File: config.mk
export PLATFORM = sky130hd
export DESIGN_NAME = bass_treble_biquad_cascade
export DESIGN_NICKNAME = d
export VERILOG_FILES = /design/src/design/btbq_pkg.sv /design/src/design/btbq_dp.sv /design/src/design/btbq_ctrl.sv /design/src/design/bass_treble_biquad_cascade.sv
export SDC_FILE = /design/constraint.sdc
export NUM_CORES = 2
export LEC_CHECK = 0
export BUFFER_PORTS_ARGS = -buffer_cell sky130_fd_sc_hd__buf_2
export CELL_PAD_IN_SITES_DETAIL_PLACEMENT = 0
export CELL_PAD_IN_SITES_GLOBAL_PLACEMENT = 2
export CORE_MARGIN = 4
export CORE_UTILIZATION = 38
export DETAILED_ROUTE_END_ITERATION = 7
export PLACE_DENSITY = 0.81
export SLEW_MARGIN = 20
export SYNTH_ARGS = -nofsm -noshare
export SYNTH_HDL_FRONTEND = slang
export SYNTH_SLANG_ARGS = --single-unit
File: constraint.sdc
create_clock -name clk -period 7.1 [get_ports clk]
set_input_delay 0.71 -clock clk [delete_from_list [all_inputs] [get_ports clk]]
set_output_delay 0.71 -clock clk [all_outputs]
set_load 0.01 [all_outputs]
File: src/design/btbq_pkg.sv
// Shared types and constants for the bass/treble biquad cascade.
package btbq_pkg;

	localparam int SAMPLE_W = 16;
	localparam int COEF_W   = 16;
	localparam int PROD_W   = 32;
	localparam int ACC_W    = 35;
	localparam int FF_W     = 48;
	localparam int FB_W     = 32;
	localparam int CFG_W    = 48;
	localparam int IDX_W    = 2;
	localparam int TAP_W    = 3;

	localparam logic [IDX_W-1:0] REG_BASS_FF   = 2'd0;
	localparam logic [IDX_W-1:0] REG_BASS_FB   = 2'd1;
	localparam logic [IDX_W-1:0] REG_TREBLE_FF = 2'd2;
	localparam logic [IDX_W-1:0] REG_TREBLE_FB = 2'd3;

	localparam logic [FF_W-1:0] FF_RESET = 48'd8192;
	localparam logic [FB_W-1:0] FB_RESET = 32'd0;

	localparam logic [TAP_W-1:0] TAP_B0  = 3'd0;
	localparam logic [TAP_W-1:0] TAP_B1  = 3'd1;
	localparam logic [TAP_W-1:0] TAP_B2  = 3'd2;
	localparam logic [TAP_W-1:0] TAP_A1  = 3'd3;
	localparam logic [TAP_W-1:0] TAP_A2  = 3'd4;
	localparam logic [TAP_W-1:0] TAP_FIN = 3'd5;

	localparam logic SEC_BASS   = 1'b0;
	localparam logic SEC_TREBLE = 1'b1;

	localparam logic signed [SAMPLE_W-1:0] SAT_MAX = 16'sh7fff;
	localparam logic signed [SAMPLE_W-1:0] SAT_MIN = 16'sh8000;

	typedef struct packed {
		logic             load;
		logic             clear;
		logic             step;
		logic             sec;
		logic [TAP_W-1:0] tap;
	} btbq_cmd_t;

endpackage

File: src/design/btbq_dp.sv
// Datapath: coefficient registers, section histories and shared multiply-accumulate.
module btbq_dp import btbq_pkg::*; #(
	parameter int COEF_FRAC_BITS = 13
) (
	input  logic                       clk,
	input  logic                       arst_n,
	input  logic                       cfg_we,
	input  logic [IDX_W-1:0]           cfg_index,
	input  logic [CFG_W-1:0]           cfg_data,
	input  logic signed [SAMPLE_W-1:0] sample_in,
	input  btbq_cmd_t                  cmd,
	output logic signed [SAMPLE_W-1:0] sample_out,
	output logic                       clipped
);

	localparam logic signed [ACC_W-1:0] HALF    = ACC_W'(64'sd1 << (COEF_FRAC_BITS - 1));
	localparam logic signed [ACC_W-1:0] ACC_MAX = ACC_W'(SAT_MAX);
	localparam logic signed [ACC_W-1:0] ACC_MIN = ACC_W'(SAT_MIN);

	logic [FF_W-1:0] bass_ff_q, treble_ff_q;
	logic [FB_W-1:0] bass_fb_q, treble_fb_q;

	logic signed [SAMPLE_W-1:0] bass_xh_q [2];
	logic signed [SAMPLE_W-1:0] bass_yh_q [2];
	logic signed [SAMPLE_W-1:0] treble_xh_q [2];
	logic signed [SAMPLE_W-1:0] treble_yh_q [2];

	logic signed [SAMPLE_W-1:0] x_q;
	logic signed [PROD_W-1:0]   prod_q;
	logic signed [ACC_W-1:0]    acc_q;
	logic                       clip_q;
	logic signed [SAMPLE_W-1:0] sample_out_q;
	logic                       clipped_q;

	logic [FF_W-1:0]            ff;
	logic [FB_W-1:0]            fb;
	logic signed [SAMPLE_W-1:0] xh0, xh1, yh0, yh1;
	logic signed [COEF_W-1:0]   coef;
	logic signed [SAMPLE_W-1:0] data;
	logic signed [PROD_W-1:0]   prod_d;
	logic signed [ACC_W-1:0]    sum_d;
	logic signed [ACC_W-1:0]    shifted;
	logic                       sat_hi, sat_lo, sat;
	logic signed [SAMPLE_W-1:0] y_d;

	always_ff @(posedge clk or negedge arst_n) begin
		if (!arst_n) begin
			bass_ff_q   <= FF_RESET;
			bass_fb_q   <= FB_RESET;
			treble_ff_q <= FF_RESET;
			treble_fb_q <= FB_RESET;
		end else if (cfg_we) begin
			case (cfg_index)
				REG_BASS_FF:   bass_ff_q   <= cfg_data[FF_W-1:0];
				REG_BASS_FB:   bass_fb_q   <= cfg_data[FB_W-1:0];
				REG_TREBLE_FF: treble_ff_q <= cfg_data[FF_W-1:0];
				REG_TREBLE_FB: treble_fb_q <= cfg_data[FB_W-1:0];
				default: ;
			endcase
		end
	end

	always_comb begin
		if (cmd.sec == SEC_TREBLE) begin
			ff  = treble_ff_q;
			fb  = treble_fb_q;
			xh0 = treble_xh_q[0];
			xh1 = treble_xh_q[1];
			yh0 = treble_yh_q[0];
			yh1 = treble_yh_q[1];
		end else begin
			ff  = bass_ff_q;
			fb  = bass_fb_q;
			xh0 = bass_xh_q[0];
			xh1 = bass_xh_q[1];
			yh0 = bass_yh_q[0];
			yh1 = bass_yh_q[1];
		end
		case (cmd.tap)
			TAP_B0: begin
				coef = ff[15:0];
				data = x_q;
			end
			TAP_B1: begin
				coef = ff[31:16];
				data = xh0;
			end
			TAP_B2: begin
				coef = ff[47:32];
				data = xh1;
			end
			TAP_A1: begin
				coef = fb[15:0];
				data = yh0;
			end
			TAP_A2: begin
				coef = fb[31:16];
				data = yh1;
			end
			default: begin
				coef = '0;
				data = '0;
			end
		endcase
	end

	assign prod_d  = PROD_W'(coef) * PROD_W'(data);
	assign sum_d   = acc_q + {{(ACC_W-PROD_W){prod_q[PROD_W-1]}}, prod_q};
	assign shifted = sum_d >>> COEF_FRAC_BITS;
	assign sat_hi  = shifted > ACC_MAX;
	assign sat_lo  = shifted < ACC_MIN;
	assign sat     = sat_hi | sat_lo;
	assign y_d     = sat_hi ? SAT_MAX : (sat_lo ? SAT_MIN : shifted[SAMPLE_W-1:0]);

	always_ff @(posedge clk) begin
		if (cmd.load) begin
			x_q    <= sample_in;
			clip_q <= 1'b0;
			if (cmd.clear) begin
				bass_xh_q   <= '{default: '0};
				bass_yh_q   <= '{default: '0};
				treble_xh_q <= '{default: '0};
				treble_yh_q <= '{default: '0};
			end
		end
		if (cmd.step) begin
			prod_q <= prod_d;
			if (cmd.tap == TAP_B0) begin
				acc_q <= HALF;
			end else begin
				acc_q <= sum_d;
			end
			if (cmd.tap == TAP_FIN) begin
				x_q    <= y_d;
				clip_q <= clip_q | sat;
				if (cmd.sec == SEC_TREBLE) begin
					treble_xh_q[1] <= treble_xh_q[0];
					treble_xh_q[0] <= x_q;
					treble_yh_q[1] <= treble_yh_q[0];
					treble_yh_q[0] <= y_d;
					sample_out_q   <= y_d;
					clipped_q      <= clip_q | sat;
				end else begin
					bass_xh_q[1] <= bass_xh_q[0];
					bass_xh_q[0] <= x_q;
					bass_yh_q[1] <= bass_yh_q[0];
					bass_yh_q[0] <= y_d;
				end
			end
		end
	end

	assign sample_out = sample_out_q;
	assign clipped    = clipped_q;

endmodule

File: src/design/btbq_ctrl.sv
// Controller: handshakes, block position and the tap sequence of both sections.
module btbq_ctrl import btbq_pkg::*; #(
	parameter int BLOCK_SAMPLES = 1024
) (
	input  logic      clk,
	input  logic      arst_n,
	input  logic      sample_valid,
	output logic      sample_ready,
	output logic      result_valid,
	input  logic      result_ready,
	output btbq_cmd_t cmd
);

	localparam int POS_W = (BLOCK_SAMPLES > 1) ? $clog2(BLOCK_SAMPLES) : 1;
	localparam logic [POS_W-1:0] POS_LAST = POS_W'(BLOCK_SAMPLES - 1);

	localparam logic ST_IDLE = 1'b0;
	localparam logic ST_RUN  = 1'b1;

	logic             state_q;
	logic             sec_q;
	logic [TAP_W-1:0] tap_q;
	logic [POS_W-1:0] pos_q;
	logic             out_valid_q;

	logic accept, last, slot_free, step;

	assign accept    = sample_valid && (state_q == ST_IDLE);
	assign last      = (sec_q == SEC_TREBLE) && (tap_q == TAP_FIN);
	assign slot_free = !out_valid_q || result_ready;
	assign step      = (state_q == ST_RUN) && (!last || slot_free);

	always_comb begin
		cmd.load  = accept;
		cmd.clear = (pos_q == '0);
		cmd.step  = step;
		cmd.sec   = sec_q;
		cmd.tap   = tap_q;
	end

	always_ff @(posedge clk or negedge arst_n) begin
		if (!arst_n) begin
			state_q     <= ST_IDLE;
			sec_q       <= SEC_BASS;
			tap_q       <= TAP_B0;
			pos_q       <= '0;
			out_valid_q <= 1'b0;
		end else begin
			if (accept) begin
				state_q <= ST_RUN;
				sec_q   <= SEC_BASS;
				tap_q   <= TAP_B0;
				pos_q   <= (pos_q == POS_LAST) ? '0 : pos_q + POS_W'(1);
			end
			if (step) begin
				if (tap_q == TAP_FIN) begin
					tap_q <= TAP_B0;
					if (sec_q == SEC_TREBLE) begin
						state_q <= ST_IDLE;
					end else begin
						sec_q <= SEC_TREBLE;
					end
				end else begin
					tap_q <= tap_q + TAP_W'(1);
				end
			end
			if (step && last) begin
				out_valid_q <= 1'b1;
			end else if (result_ready) begin
				out_valid_q <= 1'b0;
			end
		end
	end

	assign sample_ready = (state_q == ST_IDLE);
	assign result_valid = out_valid_q;

endmodule

File: src/design/bass_treble_biquad_cascade.sv
// Top level of the bass/treble biquad cascade equalizer.
// Usage:
//   Input channel sample_valid/sample_ready carries one signed 16-bit sample
//   per transaction; output channel result_valid/result_ready carries the
//   equalized sample and clip flag, one result per sample. Coefficients go
//   via cfg_we/cfg_index/cfg_data; write them only while idle (not enforced).
// Schedule:
//   One multiplier is shared by both sections: five products and one
//   round/saturate step per section, each step taken in turn.
//   The result is registered on the final treble step, and a new sample is
//   taken only once the previous one has gone through both sections.
// Reset:
//   Coefficients return to unity gain (b0 = 1.0, all others zero), the block
//   position returns to zero, and all histories are cleared on the first
//   sample of each block.
// Stall:
//   A result waits in the output register; the next sample is still taken and
//   worked on, and its final step holds until the output register is free.
module bass_treble_biquad_cascade import btbq_pkg::*; #(
	parameter int BLOCK_SAMPLES  = 1024,
	parameter int COEF_FRAC_BITS = 13
) (
	input  logic                       clk,
	input  logic                       arst_n,
	input  logic                       cfg_we,
	input  logic [IDX_W-1:0]           cfg_index,
	input  logic [CFG_W-1:0]           cfg_data,
	input  logic                       sample_valid,
	output logic                       sample_ready,
	input  logic signed [SAMPLE_W-1:0] sample_in,
	output logic                       result_valid,
	input  logic                       result_ready,
	output logic signed [SAMPLE_W-1:0] sample_out,
	output logic                       clipped
);

	btbq_cmd_t cmd;

	btbq_ctrl #(
		.BLOCK_SAMPLES(BLOCK_SAMPLES)
	) u_ctrl (
		.clk         (clk),
		.arst_n      (arst_n),
		.sample_valid(sample_valid),
		.sample_ready(sample_ready),
		.result_valid(result_valid),
		.result_ready(result_ready),
		.cmd         (cmd)
	);

	btbq_dp #(
		.COEF_FRAC_BITS(COEF_FRAC_BITS)
	) u_dp (
		.clk       (clk),
		.arst_n    (arst_n),
		.cfg_we    (cfg_we),
		.cfg_index (cfg_index),
		.cfg_data  (cfg_data),
		.sample_in (sample_in),
		.cmd       (cmd),
		.sample_out(sample_out),
		.clipped   (clipped)
	);

endmodule

### Word level (Yosys, flattened, before mapping)

Index checks and enable logic that the tools add are counted.

| word-level totals | value |
|---|---|
| register bits | 405 |
| input bits | 71 |
| output and inout port bits | 19 |
| logic and storage cells | 109 |

| cells by class | value |
|---|---|
| add/sub/neg operators | 3 |
| $mul | 1 |
| $lt $le $gt $ge | 2 |
| eq/ne operators | 9 |
| mux-type cells | 50 |
| bitwise gates (word level) | 3 |
| reductions and logical operators | 18 |

Operators with widths:

| kind | number |
|---|---|
| $mux W32 | 21 |
| $pmux W16 S5 | 2 |
| $mux W16 | 9 |
| $mux W48 | 1 |
| $add A35 B35 Y35 | 1 |
| $mul A16 B16 Y32 | 1 |
| $gt A22 B16 Y1 const B | 1 |
| $lt A22 B16 Y1 const B | 1 |
| $mux W1 | 13 |
| $add A10 B1 Y10 const B | 1 |
| $eq A10 B10 Y1 const B | 1 |
| $logic_not A10 Y1 | 1 |
| $mux W10 | 1 |
| $mux W3 | 3 |
| $reduce_and A2 Y1 | 4 |
| $eq A3 B2 Y1 const B | 2 |
| $eq A3 B3 Y1 const B | 2 |
| $eq A2 B2 Y1 const B | 2 |
| $logic_and A1 B1 Y1 | 4 |
| $reduce_bool A2 Y1 | 2 |
| $add A3 B1 Y3 const B | 1 |
| $eq A3 B1 Y1 const B | 1 |
| $logic_not A3 Y1 | 1 |
| $reduce_and A3 Y1 | 1 |
| 6 further kinds | 9 |

### Longest topological paths before layout

| logic depth | value |
|---|---|
| depth after elaboration | 7 |
| depth in mapped cells | 34 |

### Cells and area by module

From an unflattened synthesis, not the netlist that was laid out.

| second synthesis, totals | value |
|---|---|
| cells, all modules | 2921 |
| area, all modules | 29092.9 um2 |

By module, submodules not included:

| module | instances | cells each | area an instance (um2) | sequential area each (um2) |
|---|---|---|---|---|
| btbq_dp | 1 | 2829 | 28202.0 | 9431.5 |
| btbq_ctrl | 1 | 92 | 890.9 | 400.4 |

### Worst setup path after synthesis

Ideal clock, no wire load.

| path | value |
|---|---|
| kind | reg2reg |
| start | register u_ctrl.sec_q |
| end | register u_dp.prod_q[31], data pin |
| library setup time | 0.260 ns |
| data arrival time | 7.505 ns |
| data required time | 6.840 ns |
| path slack | -0.665 ns |
| stages on the path, launching flop included | 26 |
| path buffers | 3 |
| path through | dfrtp_1 buf_1 clkbuf_1 clkbuf_1 mux2_2 a221oi_1 nor2_1 fa_1 inv_1 fa_1 fa_1 inv_1 fa_1 fa_1 inv_1 fa_1 inv_1 ha_1 and3_1 a21oi_1 o311a_1 o21ai_0 nand2_1 o2111ai_1 a21oi_1 xnor2_1 |

| on the way | value |
|---|---|
| word-level cells in the longest chain between the ends | 3 |
| elaborated cells on any way between the ends | 9 |

RTL lines:

| element | line | source |
|---|---|---|
| from (decl) | btbq_ctrl.sv:21 | `logic sec_q;` |
| from (signal assigned) | btbq_ctrl.sv:44 | `sec_q <= SEC_BASS;` |
| from (signal assigned) | btbq_ctrl.sv:51 | `sec_q <= SEC_BASS;` |
| from (signal assigned) | btbq_ctrl.sv:61 | `sec_q <= SEC_TREBLE;` |
| $mux W32, or another cell as far along | btbq_dp.sv:64 | `if (cmd.sec == SEC_TREBLE) begin` |
| $pmux W16 S5 | btbq_dp.sv:79 | `case (cmd.tap)` |
| $mul A16 B16 Y32 * | btbq_dp.sv:107 | `assign prod_d = PROD_W'(coef) * PROD_W'(data);` |
| via u_dp.prod_d[31] | btbq_dp.sv:40 | `logic signed [PROD_W-1:0] prod_d;` |
| to (signal assigned) | btbq_dp.sv:127 | `prod_q <= prod_d;` |
| to (decl) | btbq_dp.sv:29 | `logic signed [PROD_W-1:0] prod_q;` |

Mark *: on every way through the listed nets, which the timed path passes. The rest lies on a longest branch.
A chain may end at the register's enable or synchronous reset.

### Worst setup path after layout

| path | value |
|---|---|
| start | register u_ctrl.tap_q[0] |
| end | register u_dp.prod_q[31], data pin |

| on the way | value |
|---|---|
| word-level cells in the longest chain between the ends | 3 |
| elaborated cells on any way between the ends | 8 |

RTL lines:

| element | line | source |
|---|---|---|
| from (decl) | btbq_ctrl.sv:22 | `logic [TAP_W-1:0] tap_q;` |
| from (signal assigned) | btbq_ctrl.sv:64 | `tap_q <= tap_q + TAP_W'(1);` |
| $eq A3 B3 Y1, or another cell as far along | btbq_dp.sv:79 |  |
| $pmux W16 S5 | btbq_dp.sv:79 |  |
| $mul A16 B16 Y32 * | btbq_dp.sv:107 |  |
| via u_dp.prod_d[31] | btbq_dp.sv:40 |  |

Marks and branches as above.

==> metrics <==
clk_skew 0.0331 ns; fin area 0.0349 mm²; Worst Max-Slew Pin Slew 1.08 ns; Die ar. 0.0797 mm²; largest net degree at the start of global routing 80; Achievable Freq 139 MHz; Port-buffer cells 89; drt total wl 84,900 µm; initial antenna violation count 2; Detail Placement HPWL 63,300 µm; Worst EP arrival 7.50 ns; wire per inst 20.6 µm; Rows 100; syn_nets 3,265; Reg-to-Reg End u_dp.prod_q[31]; Final Util 46.9%; CTS tree done; Total Neg Setup Slack -0.363 ns; Core Area 0.0744 mm²; slowest cell on the critical path fa_2; first-pass GRT wire length 134,000 µm; Root Driver clkbuf_16; Post-synth top flop dfrtp_1; Synth async-reset ratio 43.5%; RSZ-0062 raised after global routing true; clk sinks 405; CTS H-tree lvls 2; uppermost routed layer met4; crit end category flop; CP Class reg2reg; critical path fanouts, max 6; Final Cycle Share 101%; most frequent cell on the critical path fa_2; Startpoint Class flop; mapped cell area 0.0286 mm²; # hold bufs at CTS 0; area delta synth->final 22.3%; cell count after synthesis 2,812; Post-synth EDFFs 84; status complete, but fails checks; Final GP Congestion 0.891; Seq/Total Area, Yosys 34.4%; wire length on met3 3500 µm; final hold vios 0; # IOs 90; fillcell total 6,948; CP Data Required Time 7.40 ns; R2R depth 28; Initial DRC Count 1,455; final setup fails 7; Tmin final 7.20 ns; vias in the first global route 23,725; failing checks setup timing; Area after DPL 0.0322 mm²; final worst setup slack -0.101 ns; Die X 282 µm; Worst-path clk slew 0.06 ns; Worst R2R Start u_ctrl.tap_q[0]; post-synthesis register bit count 405; CP max stage delay 0.58 ns; max_cap viols 0; grt ovf 0; GR Util All Layers 21.5%; Synth Warn # 0; Clock Tree Buf Depth 3; total number of vias 22,141; Met1 Wirelength 37,700 µm; # nets final 3,572; Routed Antenna Nets 0; DR vias/cell 5.37; slew margin rel. 28.0%; drt drc 0; drt first pass iters 7; share of cells above drive strength 1 28.8%; Die H 282 µm; Hold WC Path Type in2async; Yosys cell types 72; Clk Latency, worst-skew pair 0.59 ns; Final Max Slew Viols 0; R2R setup slack -0.10 ns; metal2 WL 41,200 µm; syn_area_per_cell 10.2 µm²; starting density of the core 38.4%; Num CTS Buffers 44
-- per-stage QoR --
stage / setup WS, ns / hold WS, ns / std cells
2_1_floorplan: -0.00342 / 0.414 / 2812
5_1_grt: -0.354 / 0.217 / 4121
3_5_place_dp: -0.404 / 0.455 / 3997
6_report: -0.101 / 0.184 / 4122
4_1_cts: -0.0710 / 0.178 / 4109
3_3_place_gp: -0.348 / 0.441 / 3997
-- registers in the layout (all words and copies together) (netlist names), 10 cells and up --
name	count
u_dp.treble_fb_q	32
u_dp.bass_ff_q	48
u_dp.x_q	16
u_dp.bass_fb_q	32
u_dp.treble_ff_q	48
u_dp.bass_xh_q	32
u_dp.prod_q	32
u_dp.bass_yh_q	32
u_dp.acc_q	35
u_dp.sample_out	16
u_dp.treble_xh_q	32
u_dp.treble_yh_q	32
u_ctrl.pos_q	10
-- worst max-delay path by stage --
stage / end / slack (ns) / cells past startpoint / startpoint
CTS: u_dp.prod_q[20] / -0.07 / 30 / u_ctrl.tap_q[0]
global route: u_dp.prod_q[20] / -0.35 / 31 / u_ctrl.tap_q[0]
floorplan: u_dp.prod_q[31] / -0.003 / 28 / u_ctrl.tap_q[0]
global placement: u_dp.prod_q[20] / -0.35 / 31 / u_ctrl.tap_q[0]
detailed placement: u_dp.prod_q[20] / -0.40 / 31 / u_ctrl.tap_q[0]
finish: u_dp.prod_q[31] / -0.10 / 28 / u_ctrl.tap_q[0]
-- cell families after synthesis --
kind of cell             synth area share, %
AO/OA/AOI/OAI                           13.5
XOR/XNOR                                2.08
adder cells (fa/ha/maj)                 23.6
buffers and inverters                   6.62
flip-flops                              34.4
multiplexers                            9.63
AND/OR/NAND/NOR                         10.2
-- Yosys cell counts (all sizes together), types with 17 or more instances --
cell type  number  share of area, %
a21o           31              0.81
a21oi          95               1.7
a221oi         54               1.7
a22o           71               2.2
a22oi          24              0.63
buf            28              0.50
clkbuf        128               1.7
dfrtp         174                15
dfxtp         145                10
edfxtp         84               8.8
fa            263                18
ha            119               5.2
inv           337               4.4
mux2          231               9.1
nand2         283               3.7
nand2b         18              0.39
nand3          36              0.63
nor2          246               3.2
nor3           21              0.37
o211ai         20              0.53
o21a           17              0.45
o21ai         111               1.9
o311ai         33               1.2
xnor2          44               1.3
xor2           24              0.74
-- cells in the final DEF (no fill, tap or decap), types with 11 or more instances in the layout --
cell       instances
o311ai_1          30
o211ai_1          20
ha_4              13
o21a_1            16
nand2b_1          18
clkbuf_1          11
o21ai_0          100
a21o_1            30
nor2_1           230
nand2_1          277
nand4_1           15
nor3_1            17
xor2_1            24
ha_1             104
nand3_1           35
a221oi_1          24
dfrtp_1          172
buf_12            21
mux2i_1           15
xnor2_1           42
a21oi_1           74
inv_1            325
fa_1             242
a22oi_1           20
fa_2              21
or3_1             12
a221oi_2          21
a21oi_2           20
edfxtp_1          84
nor2_2            13
buf_4            271
and3_1            11
buf_6             32
inv_2             11
a22o_1            69
mux2_2           231
dfxtp_1          145
buf_2             88
clkbuf_16         50
-- routing by layer --
layer | vias to the layer above | GRT usage, %
met5 | - | 0
met4 | 0 | 6.35
met3 | 140 | 2.37
met2 | 532 | 37.0
met1 | 11255 | 28.9
li1 | 10214 | -
-- critical path, delay by kind of cell (launching register included) --
family	cells	cell delay, ns
compound gates	8	1.69
xor+xnor	1	0.14
fa+ha+maj	7	3.30
buf+inv	7	0.81
flops	1	0.44
simple gates	5	0.50
-- what timing repair did --
action                                  4_1_cts  5_1_grt
setup buffers                                33        9
endpoints found under the setup margin       16       16
pin swaps                                    55       48
resized for setup                           117       71
hold endpoints to repair                      0        0
cloned                                        2        3
-- final cells by class --
class,instances,area (µm²),share of cell area [%]
diodes,1,2.50,0.00716
clock buffers,67,1320,3.77
clock inverters,12,124,0.354
inverters,338,1270,3.64
multi-input cells,1913,17800,50.9
flip-flops and latches,405,9840,28.1
well taps,969,1210,3.47
repair buffers,417,3390,9.70
Power is left out: the tool's default activity adds up to more than one toggle a clock period on the data nets, which glitch-free logic cannot reach.
